File: src/rtl/core/swc_pkg.sv
// swc_pkg: shared types, codes and tables of the square wave sound channel
// no dependencies; imported by all core modules
`timescale 1ns / 1ps

package swc_pkg;

  // event codes carried in func
  localparam logic [2:0] FUNC_READ     = 3'd0;
  localparam logic [2:0] FUNC_WRITE    = 3'd1;
  localparam logic [2:0] FUNC_PERIOD   = 3'd2;
  localparam logic [2:0] FUNC_LENGTH   = 3'd3;
  localparam logic [2:0] FUNC_ENVELOPE = 3'd4;
  localparam logic [2:0] FUNC_SWEEP    = 3'd5;

  // register indexes
  localparam logic [2:0] REG_SWEEP   = 3'd0;
  localparam logic [2:0] REG_LENDUTY = 3'd1;
  localparam logic [2:0] REG_VOLENV  = 3'd2;
  localparam logic [2:0] REG_PLOW    = 3'd3;
  localparam logic [2:0] REG_PHIGH   = 3'd4;
  localparam int unsigned REG_COUNT  = 5;
  localparam logic [2:0] REG_LIMIT   = 3'(REG_COUNT);

  // counter constants
  localparam logic [6:0]  LENGTH_FULL = 7'd64;
  localparam logic [11:0] FREQ_SPAN   = 12'd2048;
  localparam logic [3:0]  VOLUME_MAX  = 4'd15;

  // one input beat
  typedef struct packed {
    logic [2:0] func;
    logic [2:0] register_index;
    logic [7:0] write_data;
  } swc_item_t;

  // one result beat
  typedef struct packed {
    logic [7:0] read_data;
    logic [3:0] sample_level;
    logic       channel_on;
  } swc_result_t;

  // 12.5, 25, 50 and 75 percent duty patterns
  function automatic logic [7:0] duty_pattern(input logic [1:0] sel);
    logic [7:0] pat;
    case (sel)
      2'd0:    pat = 8'h01;
      2'd1:    pat = 8'h81;
      2'd2:    pat = 8'h87;
      default: pat = 8'h7E;
    endcase
    return pat;
  endfunction

endpackage

File: src/rtl/core/swc_if.sv
// swc_evt_if and swc_res_if: valid/ready channels of the sound channel
// no dependencies
`timescale 1ns / 1ps

interface swc_evt_if;
  logic       valid;
  logic       ready;
  logic [2:0] func;
  logic [2:0] register_index;
  logic [7:0] write_data;

  modport source (output valid, output func, output register_index, output write_data,
                  input ready);
  modport sink   (input valid, input func, input register_index, input write_data,
                  output ready);
endinterface

interface swc_res_if;
  logic       valid;
  logic       ready;
  logic [7:0] read_data;
  logic [3:0] sample_level;
  logic       channel_on;

  modport source (output valid, output read_data, output sample_level, output channel_on,
                  input ready);
  modport sink   (input valid, input read_data, input sample_level, input channel_on,
                  output ready);
endinterface

File: src/rtl/core/square_wave_sound_channel_unit.sv
// square_wave_sound_channel_unit: top level of the square wave sound channel
// depends on swc_pkg, swc_if, swc_state_unit, swc_out_reg
//
// Usage: evt_i takes one event beat (func, register_index, write_data): a register
// read or write, or a period, length, envelope or sweep tick. res_o returns one beat
// per event with read_data, sample_level and channel_on as they stand after it.
// res_o.valid rises once the event has passed both registers: the event is captured in
// the input register, decoded against the channel state in one pass, and the result
// is captured in the output register when it has room. One event is accepted every
// cycle while res_o does not stall; the rate is set by the state update in swc_state_unit.
// When res_o stalls, the output register holds its beat and the input register holds
// the next event; evt_i.ready drops only once both are full and resumes at once.
// Reset clears all channel registers and counters, turns the channel off and
// empties both registers.
`timescale 1ns / 1ps

module square_wave_sound_channel_unit
  import swc_pkg::*;
(
  input  logic      clk_i,
  input  logic      rst_ni,
  swc_evt_if.sink   evt_i,
  swc_res_if.source res_o
);

  logic        in_vld_q;
  swc_item_t   in_q;
  logic        space;
  logic        step;
  swc_result_t result;

  // the held event advances when the output register has room
  assign step        = in_vld_q && space;
  assign evt_i.ready = !in_vld_q || space;

  // input register
  always_ff @(posedge clk_i or negedge rst_ni) begin
    if (!rst_ni) begin
      in_vld_q <= 1'b0;
    end else if (evt_i.ready) begin
      in_vld_q <= evt_i.valid;
    end
  end

  always_ff @(posedge clk_i) begin
    if (evt_i.ready && evt_i.valid) begin
      in_q.func           <= evt_i.func;
      in_q.register_index <= evt_i.register_index;
      in_q.write_data     <= evt_i.write_data;
    end
  end

  // channel state and event decode
  swc_state_unit u_state (
    .clk_i    (clk_i),
    .rst_ni   (rst_ni),
    .step_i   (step),
    .item_i   (in_q),
    .result_o (result)
  );

  // result register
  swc_out_reg u_out (
    .clk_i    (clk_i),
    .rst_ni   (rst_ni),
    .load_i   (step),
    .result_i (result),
    .space_o  (space),
    .res_o    (res_o)
  );

endmodule

File: src/rtl/core/swc_state_unit.sv
// swc_state_unit: channel registers and running state, one event per step
// depends on swc_pkg
`timescale 1ns / 1ps

module swc_state_unit
  import swc_pkg::*;
(
  input  logic        clk_i,
  input  logic        rst_ni,
  input  logic        step_i,
  input  swc_item_t   item_i,
  output swc_result_t result_o
);

  logic [7:0]  regs_q [REG_COUNT];
  logic [7:0]  regs_d [REG_COUNT];
  logic [6:0]  len_q, len_d;
  logic [13:0] div_q, div_d;
  logic [2:0]  duty_q, duty_d;
  logic        pwr_q, pwr_d;
  logic [3:0]  vol_q, vol_d;
  logic [2:0]  env_q, env_d;
  logic [10:0] shadow_q, shadow_d;
  logic        sw_act_q, sw_act_d;
  logic [2:0]  sw_tmr_q, sw_tmr_d;

  logic [7:0]  rd;
  logic [10:0] freq;
  logic [11:0] calc1, calc2;
  logic [7:0]  pat;

  // next sweep frequency, bit 11 flags overflow
  function automatic logic [11:0] sweep_calc(input logic [10:0] sh, input logic [7:0] sw);
    logic [10:0] delta;
    delta = sh >> sw[2:0];
    if (sw[3]) begin
      return {1'b0, sh - delta};
    end
    return {1'b0, sh} + {1'b0, delta};
  endfunction

  // divider reload, (2048 - f) * 4
  function automatic logic [13:0] reload(input logic [10:0] f);
    logic [11:0] span;
    span = FREQ_SPAN - {1'b0, f};
    return {span, 2'b00};
  endfunction

  // event decode and state update
  always_comb begin
    regs_d   = regs_q;
    len_d    = len_q;
    div_d    = div_q;
    duty_d   = duty_q;
    pwr_d    = pwr_q;
    vol_d    = vol_q;
    env_d    = env_q;
    shadow_d = shadow_q;
    sw_act_d = sw_act_q;
    sw_tmr_d = sw_tmr_q;
    rd       = 8'd0;
    freq     = 11'd0;
    calc1    = 12'd0;
    calc2    = 12'd0;
    unique case (item_i.func)
      FUNC_READ: begin
        if (item_i.register_index < REG_LIMIT) begin
          rd = regs_q[item_i.register_index];
        end
      end
      FUNC_WRITE: begin
        if (item_i.register_index < REG_LIMIT) begin
          regs_d[item_i.register_index] = item_i.write_data;
          if (item_i.register_index == REG_LENDUTY) begin
            len_d = LENGTH_FULL - {1'b0, item_i.write_data[5:0]};
          end else if (item_i.register_index == REG_PHIGH && item_i.write_data[7]) begin
            // trigger
            freq     = {regs_d[REG_PHIGH][2:0], regs_d[REG_PLOW]};
            pwr_d    = 1'b1;
            div_d    = reload(freq);
            vol_d    = regs_d[REG_VOLENV][7:4];
            if (len_q == 7'd0) begin
              len_d = LENGTH_FULL;
            end
            duty_d   = 3'd0;
            env_d    = regs_d[REG_VOLENV][2:0];
            shadow_d = freq;
            sw_tmr_d = regs_d[REG_SWEEP][6:4];
            sw_act_d = (|regs_d[REG_SWEEP][6:4]) || (|regs_d[REG_SWEEP][2:0]);
            if (|regs_d[REG_SWEEP][2:0]) begin
              calc1 = sweep_calc(freq, regs_d[REG_SWEEP]);
              if (calc1[11]) begin
                pwr_d = 1'b0;
              end
            end
          end
        end
      end
      FUNC_PERIOD: begin
        if (regs_q[REG_VOLENV][7:3] == 5'd0) begin
          pwr_d = 1'b0;
        end
        if (pwr_d) begin
          if (div_q <= 14'd1) begin
            freq   = {regs_q[REG_PHIGH][2:0], regs_q[REG_PLOW]};
            div_d  = reload(freq);
            duty_d = duty_q + 3'd1;
          end else begin
            div_d = div_q - 14'd1;
          end
        end
      end
      FUNC_LENGTH: begin
        if (regs_q[REG_PHIGH][6] && len_q != 7'd0) begin
          len_d = len_q - 7'd1;
          if (len_d == 7'd0) begin
            pwr_d = 1'b0;
          end
        end
      end
      FUNC_ENVELOPE: begin
        if (regs_q[REG_VOLENV][2:0] != 3'd0) begin
          if (env_q > 3'd1) begin
            env_d = env_q - 3'd1;
          end else begin
            env_d = regs_q[REG_VOLENV][2:0];
            if (regs_q[REG_VOLENV][3]) begin
              if (vol_q < VOLUME_MAX) begin
                vol_d = vol_q + 4'd1;
              end
            end else if (vol_q != 4'd0) begin
              vol_d = vol_q - 4'd1;
            end
          end
        end
      end
      FUNC_SWEEP: begin
        if (sw_act_q && regs_q[REG_SWEEP][6:4] != 3'd0) begin
          if (sw_tmr_q > 3'd1) begin
            sw_tmr_d = sw_tmr_q - 3'd1;
          end else begin
            sw_tmr_d = regs_q[REG_SWEEP][6:4];
            calc1    = sweep_calc(shadow_q, regs_q[REG_SWEEP]);
            if (calc1[11]) begin
              pwr_d = 1'b0;
            end else if (|regs_q[REG_SWEEP][2:0]) begin
              // write back, then check once more
              shadow_d          = calc1[10:0];
              regs_d[REG_PLOW]  = calc1[7:0];
              regs_d[REG_PHIGH] = {regs_q[REG_PHIGH][7:3], calc1[10:8]};
              calc2             = sweep_calc(calc1[10:0], regs_q[REG_SWEEP]);
              if (calc2[11]) begin
                pwr_d = 1'b0;
              end
            end
          end
        end
      end
      default: begin
      end
    endcase
  end

  // result after the event
  always_comb begin
    pat                   = duty_pattern(regs_d[REG_LENDUTY][7:6]);
    result_o.read_data    = rd;
    result_o.sample_level = (pwr_d && pat[duty_d]) ? vol_d : 4'd0;
    result_o.channel_on   = pwr_d;
  end

  // state registers
  always_ff @(posedge clk_i or negedge rst_ni) begin
    if (!rst_ni) begin
      for (int i = 0; i < REG_COUNT; i++) begin
        regs_q[i] <= 8'd0;
      end
      len_q    <= 7'd0;
      div_q    <= 14'd0;
      duty_q   <= 3'd0;
      pwr_q    <= 1'b0;
      vol_q    <= 4'd0;
      env_q    <= 3'd0;
      shadow_q <= 11'd0;
      sw_act_q <= 1'b0;
      sw_tmr_q <= 3'd0;
    end else if (step_i) begin
      regs_q   <= regs_d;
      len_q    <= len_d;
      div_q    <= div_d;
      duty_q   <= duty_d;
      pwr_q    <= pwr_d;
      vol_q    <= vol_d;
      env_q    <= env_d;
      shadow_q <= shadow_d;
      sw_act_q <= sw_act_d;
      sw_tmr_q <= sw_tmr_d;
    end
  end

endmodule

File: src/rtl/core/swc_out_reg.sv
// swc_out_reg: result register that drives the result channel
// depends on swc_pkg and swc_res_if
`timescale 1ns / 1ps

module swc_out_reg
  import swc_pkg::*;
(
  input  logic        clk_i,
  input  logic        rst_ni,
  input  logic        load_i,
  input  swc_result_t result_i,
  output logic        space_o,
  swc_res_if.source   res_o
);

  logic        vld_q;
  swc_result_t res_q;

  // free when empty or when the held beat leaves this cycle
  assign space_o = !vld_q || res_o.ready;

  // valid flag
  always_ff @(posedge clk_i or negedge rst_ni) begin
    if (!rst_ni) begin
      vld_q <= 1'b0;
    end else if (space_o) begin
      vld_q <= load_i;
    end
  end

  // payload
  always_ff @(posedge clk_i) begin
    if (space_o && load_i) begin
      res_q <= result_i;
    end
  end

  assign res_o.valid        = vld_q;
  assign res_o.read_data    = res_q.read_data;
  assign res_o.sample_level = res_q.sample_level;
  assign res_o.channel_on   = res_q.channel_on;

endmodule
File: src/flat_wrapper.sv
// flat-port wrapper written by rule: the top's interface ports become plain ports
module square_wave_sound_channel_unit_flat import swc_pkg::*;
  (clk_i, rst_ni, evt_i_valid, evt_i_func, evt_i_register_index, evt_i_write_data, evt_i_ready, res_o_valid, res_o_read_data, res_o_sample_level, res_o_channel_on, res_o_ready);
  swc_evt_if evt_i_i ();
  swc_res_if res_o_i ();
  input  logic clk_i;
  input  logic rst_ni;
  input wire logic [$bits(evt_i_i.valid)-1:0] evt_i_valid;
  input wire logic [$bits(evt_i_i.func)-1:0] evt_i_func;
  input wire logic [$bits(evt_i_i.register_index)-1:0] evt_i_register_index;
  input wire logic [$bits(evt_i_i.write_data)-1:0] evt_i_write_data;
  output wire logic [$bits(evt_i_i.ready)-1:0] evt_i_ready;
  output wire logic [$bits(res_o_i.valid)-1:0] res_o_valid;
  output wire logic [$bits(res_o_i.read_data)-1:0] res_o_read_data;
  output wire logic [$bits(res_o_i.sample_level)-1:0] res_o_sample_level;
  output wire logic [$bits(res_o_i.channel_on)-1:0] res_o_channel_on;
  input wire logic [$bits(res_o_i.ready)-1:0] res_o_ready;
  assign evt_i_i.valid = evt_i_valid;
  assign evt_i_i.func = evt_i_func;
  assign evt_i_i.register_index = evt_i_register_index;
  assign evt_i_i.write_data = evt_i_write_data;
  assign evt_i_ready = evt_i_i.ready;
  assign res_o_valid = res_o_i.valid;
  assign res_o_read_data = res_o_i.read_data;
  assign res_o_sample_level = res_o_i.sample_level;
  assign res_o_channel_on = res_o_i.channel_on;
  assign res_o_i.ready = res_o_ready;
  square_wave_sound_channel_unit u_core (.clk_i(clk_i), .rst_ni(rst_ni), .evt_i(evt_i_i), .res_o(res_o_i));
endmodule
File: config.mk
export PLATFORM = sky130hd
export DESIGN_NAME = square_wave_sound_channel_unit_flat
export DESIGN_NICKNAME = d
export VERILOG_FILES = /design/src/rtl/core/swc_pkg.sv /design/src/rtl/core/swc_if.sv /design/src/rtl/core/square_wave_sound_channel_unit.sv /design/src/rtl/core/swc_state_unit.sv /design/src/rtl/core/swc_out_reg.sv /design/src/flat_wrapper.sv
export SDC_FILE = /design/constraint.sdc
export NUM_CORES = 1
export LEC_CHECK = 0
export BUFFER_PORTS_ARGS = -buffer_cell sky130_fd_sc_hd__buf_2
export CAP_MARGIN = 20
export CORE_ASPECT_RATIO = 1.4
export CORE_MARGIN = 1
export CORE_UTILIZATION = 35
export CTS_CLUSTER_SIZE = 40
export DETAILED_ROUTE_END_ITERATION = 8
export GPL_TIMING_DRIVEN = 0
export HOLD_SLACK_MARGIN = 0.1
export SETUP_SLACK_MARGIN = 0.4
export SYNTH_ARGS = -nofsm -noshare
export SYNTH_HDL_FRONTEND = slang
export SYNTH_SLANG_ARGS = --single-unit
export TNS_END_PERCENT = 20
File: constraint.sdc
create_clock -name clk_i -period 8.25 [get_ports clk_i]
set_clock_uncertainty 0.15 [all_clocks]
set_input_delay 0.4125 -clock clk_i [delete_from_list [all_inputs] [get_ports clk_i]]
set_output_delay 0.4125 -clock clk_i [all_outputs]
set_load 0.05 [all_outputs]
# After elaboration in Yosys (flattened, before gate mapping)
# Index checks and enable logic that the tools add are counted.
op_classes:
  n_addsub: 16
  order_cmp: 8
  eq_ne: 21
  shifts: 3
  mux: 112
  bitwise: 3
  n_reduce_logical: 39
ops:
  columns: ["operator", "n"]
  rows:
  - ["$mux 12", 19]
  - ["$mux 16", 5]
  - ["$mux 11", 7]
  - ["$mux 14", 5]
  - ["$mux 3", 15]
  - ["$bwmux 40", 1]
  - ["$add 11x11->12", 3]
  - ["$mux 7", 5]
  - ["$shr 11x3->11", 3]
  - ["$sub 11x11->11", 3]
  - ["$mux 32", 1]
  - ["$mux 4", 8]
  - ["$pmux 16 s2", 1]
  - ["$mux 1", 30]
  - ["$pmux 14 s2", 1]
  - ["$bmux 8 s3", 1]
  - ["$demux 8 s3", 1]
  - ["$mux 8", 3]
  - ["$pmux 8 s3", 1]
  - ["$reduce_and 6->1", 4]
  - ["$sub 12x11->12 const A", 2]
  - ["$pmux 11 s2", 1]
  - ["$ne 2x2->1 const B", 10]
  - ["$pmux 3 s2", 3]
  - ["44 further kinds", 69]
totals:
  regBits: 116
  out_inout_bits: 15
  word_cells: 226

# Depth between registers and ports, before layout
logic_depth:
  ltp_word: 25
  mapped_depth: 27

# By module
# From an unflattened synthesis, not the netlist that was laid out.
unflattened:
  cells_unflattened: 1123
  hier_area_um2: 9709.3
by_module_without_submodules:
  columns: ["mod", "n_inst", "cells_each", "area_per_inst_um2", "seq_area_each_um2"]
  rows:
  - ["swc_state_unit", 1, 1087, 8784.7, 2177.1]
  - ["square_wave_sound_channel_unit", 1, 19, 480.5, 445.4]
  - ["swc_out_reg", 1, 17, 444.2, 415.4]

# Worst setup path after synthesis
# Ideal clock, no wire load.
synth_path:
  path_type: "register to register"
  startpoint: "register u_core.u_state.regs_q[33] (netlist name)"
  endpoint: "register u_core.u_out.res_q (netlist bit u_core.u_out.res_o.sample_level[2]), data pin"
  setup_ns: 0.255
  arrival_ns: 6.082
  required_ns: 7.845
  setup_slack_ns: 1.762
  stages_incl_launch_ff: 28
  n_path_buf: 3
  path_cell_list: "dfrtp_1 buf_1 clkbuf_1 mux2i_1 nand2_1 o21ai_0 nand2_1 o21ai_0 inv_1 ha_1 nor2b_1 o31ai_2 nand3_2 a21oi_1 a211oi_1 or4_1 buf_2 mux4_2 a22o_1 ha_1 a21o_1 or2_2 nor3_1 mux2_2 a2111o_1 a221o_1 a21oi_1 and3b_1"
synth_between:
  elab_chain_cells: 22
synth_rtl:
  columns: ["element", "line", "text"]
  rows:
  - ["start, declared", "swc_state_unit.sv:15", "logic [7:0] regs_q [REG_COUNT];"]
  - ["start signal, assigned", "swc_state_unit.sv:188", "regs_q <= regs_d;"]
  - ["$shr 11x3->11", "swc_state_unit.sv:35", "delta = sh >> sw[2:0];"]
  - ["$sub 11x11->11", "swc_state_unit.sv:37", "return {1'b0, sh - delta};"]
  - ["$mux 12", "swc_state_unit.sv:36", "if (sw[3]) begin"]
  - ["$mux 12", "swc_state_unit.sv:39", "return {1'b0, sh} + {1'b0, delta};"]
  - ["$mux 12", "swc_state_unit.sv:139", "if (sw_tmr_q > 3'd1) begin"]
  - ["$mux 12", "swc_state_unit.sv:138", "if (sw_act_q && regs_q[REG_SWEEP][6:4] != 3'd0) begin"]
  - ["$mux 12", "swc_state_unit.sv:65", "unique case (item_i.func)"]
  - ["$shr 11x3->11", "swc_state_unit.sv:35", null]
  - ["[6 not listed]", null, null]
  - ["$mux 12", "swc_state_unit.sv:65", null]
  - ["$mux 1", "swc_state_unit.sv:152", "if (calc2[11]) begin"]
  - ["$mux 1", "swc_state_unit.sv:146", "end else if (|regs_q[REG_SWEEP][2:0]) begin"]
  - ["$mux 1", "swc_state_unit.sv:144", "if (calc1[11]) begin"]
  - ["$mux 1", "swc_state_unit.sv:139", null]
  - ["$mux 1", "swc_state_unit.sv:138", null]
  - ["$pmux 1 s4 *", "swc_state_unit.sv:65", null]
  - ["$logic_and 1x1->1 *", "swc_state_unit.sv:168", "result_o.sample_level = (pwr_d && pat[duty_d]) ? vol_d : 4'd0;"]
  - ["end signal, assigned", "swc_out_reg.sv:34", "res_q <= result_i;"]
  - ["end, declared", "swc_out_reg.sv:17", "swc_result_t res_q;"]
# Mark *: on every way between the ends. The rest lies on a longest branch, timed or not. The select of a mux whose other input is x is not followed.
# A chain may end at the register's enable or synchronous reset.

# Worst setup path after layout
layout_path:
  startpoint: "register u_core.u_state.regs_q[32] (netlist name)"
  endpoint: "register u_core.u_out.res_q (netlist bit u_core.u_out.res_o.sample_level[3]), data pin"
# Same word-level chain as after synthesis.

==> results.yml <==
clock_tree:
  clkLatencyLatePin_ns: 0.44
  cts_tree: "done"
  post_cts_buffers: 0
  cts_made_buffers: 17
  cts.reportedPaths.clkPinSlew_ns: 0.06
  htree_levels: 4
  cts_root_buf: "clkbuf_16"
  cts_num_sinks: 116
  clk_path_buf_depth: 2
setup_path:
  end_kind: "flip-flop"
  reg2reg_depth: 24
  r2r_end: "u_core.u_out.res_o.sample_level[3]"
  max_stage_delay_ns: 0.52
  crit_path_max_fanout: 10
  crit_family: "compound AO/OA/AOI/OAI gates"
  required_ns: 8.28
  cp-start-kind: "flip-flop"
  crit_slowest_cell: "or4_1"
  worstPathArrival_ns: 7.35
  worstSetupPathType: "flip-flop to flip-flop"
  ff2ff_setup_slack_ns: 0.93
  path_cells: "buf_1 > clkbuf_2 > mux4_2 > o21ai_1 > inv_1 > ha_1 > nor2b_1 > o31ai_2 > nand3_2 > a21oi_1 > a211oi_1 > or4_1 > buf_2 > mux4_2 > a22o_1 > ha_1 > a21o_1 > or2_2 > nor3_1 > mux2_2 > a2111o_1 > a221o_1 > a21oi_2 > and3b_1"
  worst-path-buf-inv: 4
  r2r-start: "u_core.u_state.regs_q[32]"
placement:
  port_buffers: 32
  dp_slack_ns: 0.00995
  placed_cells: 1518
  place_congestion: 0.890
  dpl.hpwl_um: 22000
yosys:
  syn_area_mm2: 0.00956
  synth-seq-cells: 116
  syn-num-nets: 1199
  synth_area_per_cell_um2: 8.54
  seq_area_frac_synth_pct: 31.8
  synth_top_flop_cell: "dfrtp_1"
  synth-edff-count: 27
  synth_cell_type_count: 79
  async_flop_share_pct: 76.7
  yosysWarnings: 0
  syn_inst: 1119
min_path:
  min-delay-start: "res_o_ready"
  min_path_cells: 3
  holdPathEnd: "u_core.u_out.res_o.valid"
  hp-class: "input port to flip-flop"
power_and_ir_drop:
  switching_share_pct: 44.3
  power.density_mw_per_mm2: 289
  power_frac_comb_pct: 50.1
  netSwitchingPower_mw: 1.41
  p_leak_nw: 4.79
  power_frac_seq_pct: 24.7
  p_clk_share_pct: 25.2
  p_int_mw: 1.77
  peakVddDrop_mv: 0.152
floorplanning:
  die_w_um: 142
  die_area_mm2: 0.0280
  die_y_um: 198
  initial_core_util_pct: 35.6
  row_count: 71
  core_area_mm2: 0.0268
  ios: 33
route:
  first_iter_violations: 931
  vias: 8917
  wl_per_cell_um: 18.9
  antenna_left: 0
  drt_pass1_iterations: 5
  via_per_inst: 5.69
  wirelength_um: 29600
  route.detailed.drc: 0
sta:
  max_slew_margin_pct: 35.5
  setup_ws_ns: 0.933
  period_needed_ns: 7.32
  finalSetupViolCount: 0
  maxSlewViolCount: 0
  rsz0062_at_grt: "false"
  fmax_mhz: 137
  period_share_pct: 88.7
  hold_violations: 0
  finalSetupTns_ns: 0
  worstMarginPinSlew_ns: 0.966
global_route:
  grt_max_degree: 58
  grt_use_total_pct: 21.8
  grt_pass1_wl_um: 47400
  antenna_found_initial: 0
  grt_pass1_vias: 9091
  overflow: 0
layout:
  nFillCells: 2760
  drive_gt1_share_pct: 12.0
  stdcell_count: 1566
  final_common_cell: "nand2_1"
  num-nets-final: 1268
  antenna_cells: 0
  area_growth_pct: 15.1
  layout_common_cells: "nand2_1, nor2_1, dfrtp_1"
  post-route-util_pct: 41.0
run_status:
  status: "complete, no violations"
run:
  maxCapViolations: 0
-- metal layers --
layer  vias to the layer above  global-route usage, %  routed length, µm
met5                         -                      0                  0
met4                         0                   13.6               1700
met3                        99                   2.18                981
met2                       290                   39.6              15000
met1                      4286                   24.2              11900
li1                       4242                      -                  -
-- how the worst max path moves through the flow --
stage,start,endpoint,slack (ns),depth (start not counted)
after floorplan,u_core.u_state.regs_q[33],u_core.u_out.res_o.sample_level[2],1.76,27
after global placement,u_core.u_state.regs_q[33],u_core.u_out.res_o.sample_level[3],0.05,26
after detailed placement,u_core.u_state.regs_q[33],u_core.u_out.res_o.sample_level[3],0.01,26
after CTS,u_core.u_state.regs_q[33],u_core.u_out.res_o.sample_level[3],0.44,26
after global routing,u_core.u_state.regs_q[33],u_core.u_out.res_o.sample_level[3],0.58,27
final,u_core.u_state.regs_q[32],u_core.u_out.res_o.sample_level[3],0.93,24
-- power groups by stage --
stage,logic [mW],registers [mW],clock network (mW)
after floorplan,1.14,0.774,0
final,1.59,0.784,0.802
after detailed placement,1.55,0.791,0
after global placement,1.53,0.788,0
after global routing,1.76,0.794,0.829
after CTS,1.57,0.781,0.808
-- synth_stat cells (all sizes together) (8+ instances only) --
library cell	instances	area share [%]
nand2	123	4.8
nor2	92	3.6
dfrtp	89	23
o21ai	88	4.6
a21oi	68	3.6
inv	64	2.5
ha	60	7.9
clkbuf	48	1.9
mux2i	48	5.0
mux2	43	5.1
nand3	35	1.9
nor3	34	1.8
xnor2	34	3.1
edfxtp	27	8.5
a211oi	18	1.4
o211ai	16	1.3
buf	14	0.69
nand2b	14	0.92
nor3b	11	1.0
o22ai	11	0.72
or3	11	0.72
a31oi	10	0.65
nor4	9	0.75
o21a	9	0.71
a21o	8	0.63
nand3b	8	0.63
o31ai	8	0.68
-- registers in the layout, indices dropped and copies added (netlist names), 3 cells and up --
name	cells
u_core.u_state.shadow_q	11
u_core.u_out.res_o.sample_level	4
u_core.u_state.sw_tmr_q	3
u_core.u_state.vol_q	4
u_core.u_state.duty_q	3
u_core.in_q	14
u_core.u_out.res_o.read_data	8
u_core.u_state.regs_q	40
u_core.u_state.len_q	7
u_core.u_state.div_q	14
u_core.u_state.env_q	3
-- cell type report --
cell class | instances | area [µm²] | share of cell area [%]
Buffer | 62 | 250 | 2.27
Timing Repair Buffer | 50 | 355 | 3.23
Inverter | 64 | 240 | 2.18
Sequential cell | 116 | 3040 | 27.6
Clock inverter | 15 | 195 | 1.77
Tap cell | 365 | 457 | 4.15
Multi-Input combinational cell | 877 | 6040 | 54.9
Clock buffer | 17 | 425 | 3.87
-- metrics by stage --
step           hold WS [ns]  power, mW  cell area (µm²)
6_report              0.108       3.18            11000
5_1_grt               0.130       3.38            11000
4_1_cts               0.106       3.16            11000
3_5_place_dp          0.261       2.34            10200
3_3_place_gp          0.316       2.32            10200
2_1_floorplan       -0.0331       1.92             9560
-- timing repair --
action,4_1_cts,5_1_grt
hold buffers,16,0
endpoints found under the hold margin,47,0
gates resized for setup,2,7
gates cloned,0,0
setup endpoints to repair,6,6
-- worst min-delay path, stage by stage --
cell and delay, ns:
buf_2 0.08, nand2b_1 0.11, nand2b_1 0.05
-- kinds of logic (layout without fill, tap and decap cells) --
| logic type | Yosys count | after routing | share of synthesized area (%) |
|---|---|---|---|
| buf+inv | 126 | 208 | 5.09 |
| mux | 97 | 97 | 11.5 |
| fa+ha+maj | 62 | 62 | 8.27 |
| xor+xnor | 40 | 40 | 3.67 |
| compound gates | 302 | 302 | 20.6 |
| simple gates | 376 | 376 | 19.0 |
| flops | 116 | 116 | 31.8 |
No activity file was read; power rests on OpenSTA's default activity.
